[src/rtl/checksummed_frame_receiver_top_macros.svh]
// Assertion macros for the checksummed frame receiver
`ifndef CHECKSUMMED_FRAME_RECEIVER_TOP_MACROS_SVH
`define CHECKSUMMED_FRAME_RECEIVER_TOP_MACROS_SVH

// same-cycle implication, sampled on clk, off during reset
`define CFR_ASSERT_NOW(label, ante, cons, msg) \
	label: assert property (@(posedge clk) disable iff (!arst_n) (ante) |-> (cons)) \
		else $error(msg);

// next-cycle implication, sampled on clk, off during reset
`define CFR_ASSERT_NEXT(label, ante, cons, msg) \
	label: assert property (@(posedge clk) disable iff (!arst_n) (ante) |=> (cons)) \
		else $error(msg);

`endif

[src/rtl/cfr_pkg.sv]
// Shared types and constants for the checksummed frame receiver
package cfr_pkg;

	localparam logic [7:0] HEADER_BYTE       = 8'hAB;
	localparam logic [7:0] MAX_PAYLOAD_RESET = 8'd10;

	typedef enum logic [2:0] {
		PH_HUNT,
		PH_SRC,
		PH_DST,
		PH_FUNC,
		PH_LEN,
		PH_PAYLOAD,
		PH_SUMCHK,
		PH_ADDCHK
	} phase_t;

	typedef enum logic [1:0] {
		KIND_PAYLOAD = 2'd0,
		KIND_GOOD    = 2'd1,
		KIND_BAD     = 2'd2
	} kind_t;

endpackage

[src/rtl/cfr_ifs.sv]
// Channel interfaces: received bytes, results, configuration writes
interface cfr_rx_if;
	logic       valid;
	logic       ready;
	logic [7:0] rx_byte;
	modport source (output valid, output rx_byte, input ready);
	modport sink (input valid, input rx_byte, output ready);
endinterface

interface cfr_res_if;
	import cfr_pkg::*;
	logic       valid;
	logic       ready;
	kind_t      kind;
	logic [7:0] payload_byte;
	logic [7:0] payload_index;
	logic [7:0] source_address;
	logic [7:0] target_address;
	logic [7:0] function_code;
	logic [7:0] frame_length;
	modport source (output valid, output kind, output payload_byte, output payload_index,
		output source_address, output target_address, output function_code,
		output frame_length, input ready);
	modport sink (input valid, input kind, input payload_byte, input payload_index,
		input source_address, input target_address, input function_code,
		input frame_length, output ready);
endinterface

interface cfr_cfg_if;
	logic       valid;
	logic       ready;
	logic [7:0] max_payload;
	modport source (output valid, output max_payload, input ready);
	modport sink (input valid, input max_payload, output ready);
endinterface

[src/rtl/checksummed_frame_receiver_top.sv]
// Checksummed frame receiver: parses header, payload and two check bytes
// A result is registered and appears on res in the cycle after the byte that causes it is taken.
// Throughput: one byte per cycle; a byte is taken whenever the result
// register is empty or its transaction completes in the same cycle.
// Reset (arst_n low, asynchronous): hunting for header, max_payload = 10,
// no result pending.
`include "checksummed_frame_receiver_top_macros.svh"

module checksummed_frame_receiver_top (
	input logic      clk,
	input logic      arst_n,
	cfr_rx_if.sink   rx,
	cfr_res_if.source res,
	cfr_cfg_if.sink  cfg
);
	import cfr_pkg::*;

	phase_t     phase_q, phase_d;
	logic [7:0] src_q, src_d;
	logic [7:0] dst_q, dst_d;
	logic [7:0] func_q, func_d;
	logic [7:0] len_q, len_d;
	logic [7:0] cnt_q, cnt_d;
	logic [7:0] sum_q, sum_d;
	logic [7:0] add_q, add_d;
	logic       match_q, match_d;
	logic [7:0] max_q;

	logic       emit_d;
	kind_t      kind_d;
	logic [7:0] pbyte_d;
	logic [7:0] pindex_d;

	logic       res_valid_q;
	kind_t      kind_q;
	logic [7:0] pbyte_q, pindex_q, osrc_q, odst_q, ofunc_q, olen_q;

	logic       rx_fire;
	logic [7:0] b;

	assign b         = rx.rx_byte;
	assign rx.ready  = !res_valid_q || res.ready;
	assign rx_fire   = rx.valid && rx.ready;
	assign cfg.ready = 1'b1;

	// next state
	always_comb begin
		phase_d = phase_q;
		src_d   = src_q;
		dst_d   = dst_q;
		func_d  = func_q;
		len_d   = len_q;
		cnt_d   = cnt_q;
		sum_d   = sum_q + b;
		add_d   = add_q + sum_d;
		match_d = match_q;
		case (phase_q)
			PH_HUNT: begin
				sum_d = sum_q;
				add_d = add_q;
				if (b == HEADER_BYTE) begin
					sum_d   = b;
					add_d   = b;
					cnt_d   = 8'd0;
					len_d   = 8'd0;
					phase_d = PH_SRC;
				end
			end
			PH_SRC: begin
				src_d   = b;
				phase_d = PH_DST;
			end
			PH_DST: begin
				dst_d   = b;
				phase_d = PH_FUNC;
			end
			PH_FUNC: begin
				func_d  = b;
				cnt_d   = 8'd0;
				phase_d = PH_LEN;
			end
			PH_LEN: begin
				if (cnt_q == 8'd0) begin
					len_d = b;
					cnt_d = 8'd1;
				end else begin
					cnt_d = 8'd0;
					if ({b, len_q} > {8'd0, max_q})
						phase_d = PH_HUNT;
					else if (b == 8'd0 && len_q == 8'd0)
						phase_d = PH_SUMCHK;
					else
						phase_d = PH_PAYLOAD;
				end
			end
			PH_PAYLOAD: begin
				cnt_d = cnt_q + 8'd1;
				if ({1'b0, cnt_q} + 9'd1 >= {1'b0, len_q})
					phase_d = PH_SUMCHK;
			end
			PH_SUMCHK: begin
				sum_d   = sum_q;
				add_d   = add_q;
				match_d = (b == sum_q);
				phase_d = PH_ADDCHK;
			end
			PH_ADDCHK: begin
				sum_d   = sum_q;
				add_d   = add_q;
				phase_d = PH_HUNT;
			end
			default: begin
				sum_d   = sum_q;
				add_d   = add_q;
				phase_d = PH_HUNT;
			end
		endcase
	end

	// result of the current byte
	always_comb begin
		emit_d   = 1'b0;
		kind_d   = KIND_PAYLOAD;
		pbyte_d  = 8'd0;
		pindex_d = 8'd0;
		case (phase_q)
			PH_PAYLOAD: begin
				emit_d   = 1'b1;
				pbyte_d  = b;
				pindex_d = cnt_q;
			end
			PH_ADDCHK: begin
				emit_d = 1'b1;
				kind_d = (match_q && b == add_q) ? KIND_GOOD : KIND_BAD;
			end
			default: begin
				emit_d = 1'b0;
			end
		endcase
	end

	always_ff @(posedge clk or negedge arst_n) begin
		if (!arst_n) begin
			phase_q <= PH_HUNT;
			src_q   <= 8'd0;
			dst_q   <= 8'd0;
			func_q  <= 8'd0;
			len_q   <= 8'd0;
			cnt_q   <= 8'd0;
			sum_q   <= 8'd0;
			add_q   <= 8'd0;
			match_q <= 1'b0;
		end else if (rx_fire) begin
			phase_q <= phase_d;
			src_q   <= src_d;
			dst_q   <= dst_d;
			func_q  <= func_d;
			len_q   <= len_d;
			cnt_q   <= cnt_d;
			sum_q   <= sum_d;
			add_q   <= add_d;
			match_q <= match_d;
		end
	end

	always_ff @(posedge clk or negedge arst_n) begin
		if (!arst_n) begin
			max_q <= MAX_PAYLOAD_RESET;
		end else if (cfg.valid) begin
			max_q <= cfg.max_payload;
		end
	end

	always_ff @(posedge clk or negedge arst_n) begin
		if (!arst_n) begin
			res_valid_q <= 1'b0;
		end else if (rx_fire) begin
			res_valid_q <= emit_d;
		end else if (res.ready) begin
			res_valid_q <= 1'b0;
		end
	end

	always_ff @(posedge clk) begin
		if (rx_fire && emit_d) begin
			kind_q   <= kind_d;
			pbyte_q  <= pbyte_d;
			pindex_q <= pindex_d;
			osrc_q   <= src_q;
			odst_q   <= dst_q;
			ofunc_q  <= func_q;
			olen_q   <= len_q;
		end
	end

	assign res.valid          = res_valid_q;
	assign res.kind           = kind_q;
	assign res.payload_byte   = pbyte_q;
	assign res.payload_index  = pindex_q;
	assign res.source_address = osrc_q;
	assign res.target_address = odst_q;
	assign res.function_code  = ofunc_q;
	assign res.frame_length   = olen_q;

	`CFR_ASSERT_NOW(a_payload_idx, phase_q == PH_PAYLOAD, cnt_q < len_q && len_q != 8'd0, "payload count past frame length")
	`CFR_ASSERT_NOW(a_verdict_zero, res_valid_q && kind_q != KIND_PAYLOAD, pbyte_q == 8'd0 && pindex_q == 8'd0, "verdict carries payload data")
	`CFR_ASSERT_NOW(a_index_range, res_valid_q && kind_q == KIND_PAYLOAD, pindex_q < olen_q, "payload index beyond frame length")
	`CFR_ASSERT_NEXT(a_verdict_out, rx_fire && phase_q == PH_ADDCHK, res_valid_q && kind_q != KIND_PAYLOAD && phase_q == PH_HUNT, "missing verdict after add check byte")

endmodule

[src/flat_wrapper.sv]
// flat-port wrapper written by rule: the top's interface ports become plain ports
module checksummed_frame_receiver_top_flat import cfr_pkg::*;
  (clk, arst_n, rx_valid, rx_rx_byte, rx_ready, res_valid, res_kind, res_payload_byte, res_payload_index, res_source_address, res_target_address, res_function_code, res_frame_length, res_ready, cfg_valid, cfg_max_payload, cfg_ready);
  cfr_rx_if rx_i ();
  cfr_res_if res_i ();
  cfr_cfg_if cfg_i ();
  input logic clk;
  input logic arst_n;
  input wire logic [$bits(rx_i.valid)-1:0] rx_valid;
  input wire logic [$bits(rx_i.rx_byte)-1:0] rx_rx_byte;
  output wire logic [$bits(rx_i.ready)-1:0] rx_ready;
  output wire logic [$bits(res_i.valid)-1:0] res_valid;
  output wire logic [$bits(res_i.kind)-1:0] res_kind;
  output wire logic [$bits(res_i.payload_byte)-1:0] res_payload_byte;
  output wire logic [$bits(res_i.payload_index)-1:0] res_payload_index;
  output wire logic [$bits(res_i.source_address)-1:0] res_source_address;
  output wire logic [$bits(res_i.target_address)-1:0] res_target_address;
  output wire logic [$bits(res_i.function_code)-1:0] res_function_code;
  output wire logic [$bits(res_i.frame_length)-1:0] res_frame_length;
  input wire logic [$bits(res_i.ready)-1:0] res_ready;
  input wire logic [$bits(cfg_i.valid)-1:0] cfg_valid;
  input wire logic [$bits(cfg_i.max_payload)-1:0] cfg_max_payload;
  output wire logic [$bits(cfg_i.ready)-1:0] cfg_ready;
  assign rx_i.valid = rx_valid;
  assign rx_i.rx_byte = rx_rx_byte;
  assign rx_ready = rx_i.ready;
  assign res_valid = res_i.valid;
  assign res_kind = res_i.kind;
  assign res_payload_byte = res_i.payload_byte;
  assign res_payload_index = res_i.payload_index;
  assign res_source_address = res_i.source_address;
  assign res_target_address = res_i.target_address;
  assign res_function_code = res_i.function_code;
  assign res_frame_length = res_i.frame_length;
  assign res_i.ready = res_ready;
  assign cfg_i.valid = cfg_valid;
  assign cfg_i.max_payload = cfg_max_payload;
  assign cfg_ready = cfg_i.ready;
  checksummed_frame_receiver_top u_core (.clk(clk), .arst_n(arst_n), .rx(rx_i), .res(res_i), .cfg(cfg_i));
endmodule
[config.mk]
export PLATFORM = sky130hd
export DESIGN_NAME = checksummed_frame_receiver_top_flat
export DESIGN_NICKNAME = d
export VERILOG_FILES = /design/src/rtl/cfr_pkg.sv /design/src/rtl/cfr_ifs.sv /design/src/rtl/checksummed_frame_receiver_top.sv /design/src/flat_wrapper.sv
export VERILOG_INCLUDE_DIRS = /design/src /design/src/rtl
export SDC_FILE = /design/constraint.sdc
export NUM_CORES = 1
export LEC_CHECK = 0
export BUFFER_PORTS_ARGS = -buffer_cell sky130_fd_sc_hd__buf_4
export CORE_MARGIN = 2
export CORE_UTILIZATION = 45
export CTS_CLUSTER_SIZE = 16
export DETAILED_ROUTE_END_ITERATION = 12
export HOLD_SLACK_MARGIN = 0.02
export SETUP_SLACK_MARGIN = 0.02
export SYNTH_ARGS = -nofsm -noshare
export SYNTH_HDL_FRONTEND = slang
export SYNTH_SLANG_ARGS = --single-unit
[constraint.sdc]
create_clock -name clk -period 4.9 [get_ports clk]
set_input_delay 0.245 -clock clk [delete_from_list [all_inputs] [get_ports clk]]
set_output_delay 0.245 -clock clk [all_outputs]
set_load 0.05 [all_outputs]
# --- Yosys cells after proc, flatten, opt, wreduce, memory -nomap -nowiden ---
# Index checks and enable logic that the tools add are counted.
totals:
  regBits: 119
  word_cells: 80
  input_bits: 21
  out_inout_bits: 53
classes:
  muxes: 18
  order_cmp: 2
  reduce_logical: 23
  addsub: 4
  eq_ne: 14
  bitwise_logic: 1
op_table:
  columns: ["cell", "count"]
  rows:
  - ["8-bit case mux with 2 select lines", 3]
  - ["8-bit case mux with 4 select lines", 1]
  - ["8-bit logical NOT", 3]
  - ["8-bit 2-to-1 mux", 3]
  - ["3-bit case mux with 8 select lines", 1]
  - ["8-bit adder", 2]
  - ["8-bit equality test", 2]
  - ["16-bit by 8-bit > comparator with 1-bit output", 1]
  - ["3-bit equality test, second input constant", 4]
  - ["3-bit 2-to-1 mux", 4]
  - ["8-bit by 1-bit adder with 9-bit output, second input constant", 1]
  - ["9-bit by 8-bit >= comparator with 1-bit output", 1]
  - ["8-bit by 1-bit adder with 8-bit output, second input constant", 1]
  - ["8-bit equality test, second input constant", 1]
  - ["2-bit AND reduction", 4]
  - ["4-bit AND reduction", 2]
  - ["3-bit by 2-bit equality test with 1-bit output, second input constant", 2]
  - ["2-bit by 1-bit != test with 1-bit output, second input constant", 3]
  - ["3-bit AND reduction", 2]
  - ["1-bit logical AND", 4]
  - ["1-bit 2-to-1 mux", 4]
  - ["2-bit 2-to-1 mux", 2]
  - ["2-bit nonzero test", 2]
  - ["4-bit nonzero test", 1]
  - ["other kinds (7)", 8]

# --- Logic depth before layout (Yosys ltp) ---
# Gate-level depths: netlist of run 1.
depth:
  word_depth: 6
  ltp_mapped: 13
  ltp_nobuf: 13

# --- Least setup slack after synthesis of run 1 ---
# No wires, ideal clock.
synth_path:
  path_kind: "register -> register"
  startpoint: "reg u_core.res_valid_q (netlist: u_core.res.valid)"
  endpoint: "reg u_core.olen_q[0] (netlist: u_core.res.frame_length[0]), enable pin"
  slack_ns: 0.941
  setup_time_ns: 0.458
  t_arrival_ns: 3.502
  stages_incl_launch_ff: 4
  period_less_slack_ns: 3.959
  path_buffers: 0
  required_ns: 4.442
  path_cell_list: "dfrtp_1 -> nand2b_1 -> nand2_1 -> nor2_1"
synth_between:
  elab_chain_len: 4
synth_lines:
  columns: ["item", "line", "source"]
  rows:
  - ["start, declared", "checksummed_frame_receiver_top.sv:34", "logic res_valid_q;"]
  - ["start signal, assigned", "checksummed_frame_receiver_top.sv:178", "res_valid_q <= emit_d;"]
  - ["1-bit logical NOT", "checksummed_frame_receiver_top.sv:42", "assign rx.ready = !res_valid_q || res.ready;"]
  - ["1-bit logical OR", "checksummed_frame_receiver_top.sv:42", null]
  - ["net rx_ready", "flat_wrapper.sv:11", "output wire logic [$bits(rx_i.ready)-1:0] rx_ready;"]
  - ["1-bit logical AND", "checksummed_frame_receiver_top.sv:43", "assign rx_fire = rx.valid && rx.ready;"]
  - ["1-bit logical AND", "checksummed_frame_receiver_top.sv:185", "if (rx_fire && emit_d) begin"]
  - ["end signal, assigned", "checksummed_frame_receiver_top.sv:192", "olen_q <= len_q;"]
  - ["end, declared", "checksummed_frame_receiver_top.sv:36", "logic [7:0] pbyte_q, pindex_q, osrc_q, odst_q, ofunc_q, olen_q;"]
# The timed path passes the listed nets, and every way through them passes these cells.
# A chain may end at the register's enable or synchronous reset.

# --- Final worst setup path of run 1 ---
layout_path:
  startpoint: "reg u_core.sum_q[0]"
  endpoint: "reg u_core.add_q[7]"
layout_between:
  elab_chain_len: 3
layout_lines:
  columns: ["item", "line", "source"]
  rows:
  - ["start, declared", "checksummed_frame_receiver_top.sv:24", "logic [7:0] sum_q, sum_d;"]
  - ["start signal, assigned", "checksummed_frame_receiver_top.sv:160", "sum_q <= sum_d;"]
  - ["8-bit adder", "checksummed_frame_receiver_top.sv:54", "sum_d = sum_q + b;"]
  - ["8-bit adder", "checksummed_frame_receiver_top.sv:55", "add_d = add_q + sum_d;"]
  - ["8-bit case mux with 2 select lines", "checksummed_frame_receiver_top.sv:57", "case (phase_q)"]
  - ["end signal, assigned", "checksummed_frame_receiver_top.sv:151", "add_q <= 8'd0;"]
  - ["end signal, assigned", "checksummed_frame_receiver_top.sv:161", "add_q <= add_d;"]
  - ["end, declared", "checksummed_frame_receiver_top.sv:25", "logic [7:0] add_q, add_d;"]
# Every way passes these cells.

==> results.py, run 1 <==
metrics = {
    "timing": {
        "slew_violations": 0,
        "rsz0062_at_grt": "false",
        "fin_skew_ns": 0.007946,
        "setup_ws_ns": 1.804,
        "finalCritPeriodShare_pct": 63.17,
        "max_slew_margin_pct": 24.85,
        "period_minus_slack_ns": 3.096,
        "setup_viol": 0,
        "tightest_slew_ns": 1.118,
        "clock.fmax_mhz": 323.0,
        "hold_violations": 0,
        "tns_ns": 0,
    },
    "power_and_ir_drop": {
        "p_switching_mw": 1.950,
        "p_sw_share_pct": 38.90,
        "leakagePower_nw": 3.077,
        "p_clk_share_pct": 24.4,
        "p_int_mw": 3.062,
        "seqPwrFrac_pct": 33.1,
        "p_per_area_nw_per_um2": 711.4,
        "comb_power_share_pct": 42.4,
        "peakVddDrop_v": 0.0003626,
    },
    "drt": {
        "vias": 3983,
        "viasPerCell": 5.339,
        "wire_per_inst_microns": 16.59,
        "drc": 0,
        "ant_nets": 0,
        "drt_first_pass_iters": 4,
        "drt_iter0_drc": 284,
        "wl_mm": 12.38,
    },
    "synthesis": {
        "ys_seq_area_share_pct": 55.89,
        "async_reset_ff_share_pct": 57.98,
        "synth_top_flop_cell": "dfrtp_1",
        "synth_fp_nets": 542,
        "avgSynthCellArea_sq_um": 11.87,
        "synth_area_leaders": "dfrtp_1 29%, edfxtp_1 26%, ha_1 6.9%",
        "synth.largest_area_cell": "dfrtp_1",
        "ys_warn_count": 0,
        "synth_cell_type_count": 59,
        "synth_top_area_share_pct": 29.00,
        "synthCells": 487,
        "synth_seq_cells": 119,
        "synth_edf_count": 50,
        "syn_area_sq_um": 5781,
    },
    "finish": {
        "final_area_sq_um": 7044,
        "drive_gt1_share_pct": 25.96,
        "area_growth_pct": 21.86,
        "filler_cell_count": 1073,
        "final_nets": 616,
        "antenna_cells": 0,
        "post-route-util_pct": 56.05,
        "register_area_sq_um": 3231,
        "multi_input_area_sq_um": 2342,
    },
    "floorplanning": {
        "rows": 41,
        "coreArea_sq_um": 12570,
        "ios": 74,
        "start_util_pct": 45.99,
        "die-area_sq_um": 13770,
        "die_h_microns": 117.3,
        "die_x_microns": 117.3,
    },
    "critical_path": {
        "slowest_delay_ns": 0.43,
        "crit_arrival_ns": 3.42,
        "worstSetupPathType": "reg2reg",
        "crit_slowest_cell": "a2111o_1",
        "worst_path_most_repeated_cell": "ha_1",
        "endpoint_kind": "flop",
        "worstSetupStartpointType": "flop",
        "cp.required_ns": 5.22,
        "crit_fanout": 3,
        "crit_family": "compound AO/OA/AOI/OAI gates",
        "path_cells": "ha_1 -> fa_1 -> a21o_2 -> a21oi_1 -> xnor2_1 -> ha_1 -> inv_1 -> nor2_1 -> a2111o_1 -> nor3b_1 -> mux2_4 -> a221oi_2",
        "crit_buf_inv": 1,
    },
    "clock_network": {
        "cts.path.max_buffers": 2,
        "htree_levels": 4,
        "clk_pin_slew_ns": 0.06,
        "root_buffer": "clkbuf_16",
        "numCtsBuffers": 17,
        "clock-sinks": 119,
        "cts_tree": "built",
        "clock_latency_ns": 0.41,
    },
    "flow_run": {
        "maxCapViolCount": 0,
    },
    "placement": {
        "port_buffers": 72,
        "placed_area_sq_um": 6445,
        "pre_cts_slack_ns": 1.758,
        "gp_congestion": 0.8439,
        "hpwl_mm": 8.440,
    },
    "grt": {
        "grt_pass1_vias": 3968,
        "grt_pass1_wl_mm": 20.57,
        "antenna_found_initial": 0,
        "gr-total-overflow": 0,
        "grt_max_degree": 70,
        "grtUsageTotal_pct": 19.00,
    },
    "outcome": {
        "status": "finished, final reports clean",
    },
    "hold_path": {
        "holdCritPathClass": "in2reg",
    },
}
[cells by family after synthesis]
logic type | Yosys count | synth area share, %
DFF | 119 | 55.89
adders and majority gates | 34 | 7.619
and+or+nand+nor | 133 | 11.91
other | 1 | 0.06487
muxes | 29 | 5.671
xor gates and xnor gates | 28 | 4.242
buffers and inverters | 47 | 3.723
AOI/OAI and AO/OA | 96 | 10.89
[registers in the layout, summed over array words and instances, names as in the netlist, 2 cells and up]
register	count
u_core.func_q	8
u_core.max_q	8
u_core.src_q	8
u_core.sum_q	8
u_core.dst_q	8
u_core.res.source_address	8
u_core.res.target_address	8
u_core.len_q	8
u_core.res.frame_length	8
u_core.res.payload_byte	8
u_core.cnt_q	8
u_core.res.payload_index	8
u_core.res.kind	2
u_core.res.function_code	8
u_core.add_q	8
u_core.phase_q	3
[cells in the mapped netlist, types with 3 or more instances]
library cell / number
and3_1: 20
buf_6: 3
buf_4: 3
a211o_1: 3
mux2_2: 26
a21oi_1: 21
nand3_1: 18
nand2b_1: 3
o21bai_1: 3
nor2_1: 19
xor2_1: 6
o21ai_0: 38
a21o_1: 4
ha_1: 32
dfrtp_1: 67
inv_1: 27
and2_1: 3
nand2_1: 34
a32o_1: 4
o21a_1: 3
clkbuf_1: 10
nor2b_1: 3
nand4_1: 8
nor3_1: 9
buf_2: 4
xnor2_1: 22
edfxtp_1: 50
nor4_1: 4
[worst register-to-register path: stages, from the launching register on]
cell	delay (ns)
dfrtp_1	0.38
ha_1	0.21
fa_1	0.41
a21o_2	0.20
a21oi_1	0.20
xnor2_1	0.17
ha_1	0.26
inv_1	0.10
nor2_1	0.07
a2111o_1	0.43
nor3b_1	0.15
mux2_4	0.27
a221oi_2	0.15
[path summary, 6_finish.rpt]
path / from / to / slack [ns] / depth (start not counted)
worst max-delay path: u_core.sum_q[0] / u_core.add_q[7] / 1.80 / 12
worst min-delay path: cfg_max_payload[1] / u_core.max_q[1] / 0.05 / 3
worst max register to register: u_core.sum_q[0] / u_core.add_q[7] / 1.80 / 12
worst min register to register: u_core.func_q[2] / u_core.res.function_code[2] / 0.44 / 0
max in group asynchronous: arst_n / u_core.cnt_q[0] / 3.79 / 2
min in group asynchronous: arst_n / u_core.src_q[4] / 0.51 / 2
[power by group through the flow]
stage / Combinational, mW / Sequential, mW / Clock (mW)
6_report: 2.13 / 1.66 / 1.22
2_1_floorplan: 1.47 / 1.84 / 0
5_1_grt: 2.36 / 1.71 / 1.30
3_5_place_dp: 2.13 / 1.68 / 0
4_1_cts: 2.15 / 1.66 / 1.24
3_3_place_gp: 2.09 / 1.66 / 0
[per-layer routing]
layer	vias to the layer above	track usage, %	share of wire (%)
li1	1925	-	-
met1	1943	25.91	48
met2	94	29.20	46
met3	21	5.010	4.2
met4	0	7.304	1.8
met5	-	0	0
[per-stage QoR]
| step | instances | power [mW] | hold WS, ns |
|---|---|---|---|
| 3_3_place_gp | 713 | 3.750 | 0.4252 |
| 5_1_grt | 746 | 5.362 | 0.05637 |
| 3_5_place_dp | 713 | 3.810 | 0.4285 |
| 4_1_cts | 746 | 5.050 | 0.03951 |
| 6_report | 746 | 5.011 | 0.04775 |
| 2_1_floorplan | 487 | 3.311 | -0.05059 |
[area by class of cell]
| cell class | count | share of cell area [%] |
|---|---|---|
| clock buffer | 18 | 6.234 |
| clock inverter | 14 | 2.131 |
| inverter | 27 | 1.439 |
| tap | 172 | 3.055 |
| multi-input combinational | 321 | 33.25 |
| sequential | 119 | 45.86 |
| timing repair buffer | 75 | 8.028 |
[cell usage in the layout (no fill, tap or decap), drive strengths merged, types with 3 or more instances in the layout]
cell type  instances
dfrtp             67
ha                32
and3              20
xnor2             22
buf               74
o21ai             38
nand3             18
edfxtp            50
mux2              27
a211o              3
clkbuf            18
nand2             35
nor4               5
nor2              19
a21oi             22
clkinv             7
o21bai             3
nor3              11
nor2b              4
inv               29
or3                3
nand2b             3
o21a               3
a32o               4
nand4              8
a21o               5
xor2               6
and2               3
clkinvlp           3
[timing repair]
item,4_1_cts,5_1_grt
hold endpoints to repair,67,0
gates resized for setup,0,0
setup buffers,0,0
hold buffers,1,0
No activity file was read; power rests on OpenSTA's default activity.
==> run 2: changes to the inputs <==
==> constraint.sdc (replaced) <==
create_clock -name clk -period 3.2 [get_ports clk]
set_input_delay 0.16 -clock clk [delete_from_list [all_inputs] [get_ports clk]]
set_output_delay 0.16 -clock clk [all_outputs]
set_load 0.05 [all_outputs]
==> run 2 against run 1 <==
Effect of this change: critical path depth unchanged; clock-buffer cell count increased by 3; via count increased by 0.88%; first-iteration DRC count decreased by 24%; die area unchanged; sequential share of layout area decreased by 1.6 points; register-to-register slack got worse by 1.7 ns; cell count increased by 2.1%; fmax increased by 0.52%; non-clock buffer count increased by 16; combinational power increased by 59%; critical path type unchanged; critical endpoint unchanged; largest cell class unchanged.
==> results.py, run 2 (synthesis gave the netlist of run 1 again) <==
metrics = {
    "placement": {
        "port_buffers": 72,
        "pre_cts_slack_ns": 0.07204,
        "gp_congestion": 0.8655,
        "hpwl_mm": 8.765,
    },
    "clock_network": {
        "post_cts_buffers": 0,
        "clock_latency_ns": 0.42,
        "root_buffer": "clkbuf_16",
        "cts.path.max_buffers": 2,
        "clock-sinks": 119,
        "htree_levels": 4,
        "numCtsBuffers": 17,
        "cts_tree": "built",
        "clk_pin_slew_ns": 0.06,
    },
    "timing": {
        "max_slew_margin_pct": 39.41,
        "setup_ws_ns": 0.1206,
        "tightest_slew_ns": 0.9088,
        "period_minus_slack_ns": 3.079,
        "hold_violations": 0,
        "tns_ns": 0,
        "slew_violations": 0,
        "clock.fmax_mhz": 324.7,
        "finalCritPeriodShare_pct": 96.23,
        "setup_viol": 0,
        "rsz0062_at_grt": "false",
        "fin_skew_ns": 0.01071,
    },
    "drt": {
        "drt_first_pass_iters": 4,
        "vias": 4018,
        "top_layer_used": "met4",
        "viasPerCell": 5.273,
        "drt_iter0_drc": 215,
        "wl_met2_mm": 6.050,
        "ant_nets": 0,
        "wire_per_inst_microns": 16.71,
        "wl_mm": 12.74,
        "wl_met1_mm": 5.864,
        "wl_met3_microns": 600,
        "drc": 0,
    },
    "finish": {
        "drive_gt1_share_pct": 26.27,
        "layout_common_cells": "80 x buf_4, 67 x dfrtp_1, 50 x edfxtp_1",
        "final_nets": 632,
        "antenna_cells": 0,
        "area_growth_pct": 26.23,
        "mostFrequentLayoutCell": "buf_4",
    },
    "floorplanning": {
        "rows": 41,
        "die_x_microns": 117.3,
        "start_util_pct": 45.99,
        "die_h_microns": 117.3,
        "die-area_sq_um": 13770,
        "coreArea_sq_um": 12570,
        "ios": 74,
    },
    "power_and_ir_drop": {
        "leakagePower_nw": 3.200,
        "finalPower_mw": 8.096,
        "p_per_area_nw_per_um2": 1110,
        "peakVddDrop_v": 0.0006423,
    },
    "critical_path": {
        "reg2reg_depth": 12,
        "crit_arrival_ns": 3.40,
        "endpoint_kind": "flop",
        "worstSetupPathType": "reg2reg",
        "reg2reg_slack_ns": 0.12,
        "reg2reg_from": "u_core.sum_q[0]",
        "worstSetupStartpointType": "flop",
        "startpoint": "u_core.sum_q[0]",
        "timing.critical_path.to": "u_core.add_q[7]",
        "r2r-end": "u_core.add_q[7]",
        "crit_fanout": 3,
        "cp.required_ns": 3.52,
    },
    "grt": {
        "grt_pass1_vias": 4106,
        "grtUsageTotal_pct": 19.47,
        "grt_pass1_wl_mm": 21.11,
        "grt_max_degree": 70,
        "gr-total-overflow": 0,
        "antenna_found_initial": 0,
    },
    "hold_path": {
        "whs_path_depth": 2,
        "holdCritPathClass": "in2reg",
    },
    "flow_run": {
        "maxCapViolCount": 0,
    },
    "outcome": {
        "status": "finished, final reports clean",
    },
}
run 2: worst min-delay path by stage:
stage	startpoint	slack, ns	endpoint
3_3_place_gp	arst_n	0.35	u_core.dst_q[3]
5_1_grt	cfg_valid	0.06	u_core.max_q[6]
4_1_cts	cfg_valid	0.02	u_core.max_q[5]
6_report	cfg_valid	0.03	u_core.max_q[5]
2_1_floorplan	arst_n	-0.14	u_core.add_q[0]
3_5_place_dp	arst_n	0.35	u_core.dst_q[3]
run 2: timing repair:
action / 4_1_cts / 5_1_grt
hold endpoints to repair: 75 / 0
resized for setup: 0 / 3
hold buffers: 11 / 0
setup endpoints to repair: 0 / 1
run 2: power breakdown:
| part | internal [mW] | switching [mW] | total [mW] |
|---|---|---|---|
| combinational | 1.42 | 1.97 | 3.39 |
| sequential | 2.17 | 0.354 | 2.52 |
| clock | 1.50 | 0.683 | 2.19 |
| total | 5.09 | 3.00 | 8.10 |
run 2: routing by layer:
metal | up-vias | GRT usage [%]
li1 | 1950 | -
met1 | 1945 | 26.81
met2 | 106 | 30.34
met3 | 17 | 4.961
met4 | 0 | 6.250
met5 | - | 0
run 2: critical path, stage by stage, from the launching register on:
cell and delay [ns]:
dfrtp_1 0.37, ha_1 0.22, fa_1 0.41, a21o_2 0.23, a21oi_4 0.18, xnor2_2 0.14, ha_1 0.25, inv_1 0.10
nor2_1 0.07, a2111o_1 0.44, nor3b_1 0.15, mux2_4 0.27, a221oi_2 0.17
run 2: through the flow:
stage               hold slack [ns]  area [sq um]  utilization, %  instances
floorplan                   -0.1356          5783               -        487
global placement             0.3464          6490           51.64        719
detailed placement           0.3545          6490           51.64        719
CTS                         0.02188          7278           57.91        762
global route                0.06379          7297           58.06        762
finish                      0.03172          7297           58.06        762
run 2: cell type report:
class	instances	area [sq um]
well taps	172	215.2
clock buffers	21	460.4
repair buffers	91	710.7
clock inverters	11	217.7
fillers	1058	5271
flip-flops and latches	119	3231
inverters	27	101.3
multi-input cells	321	2361
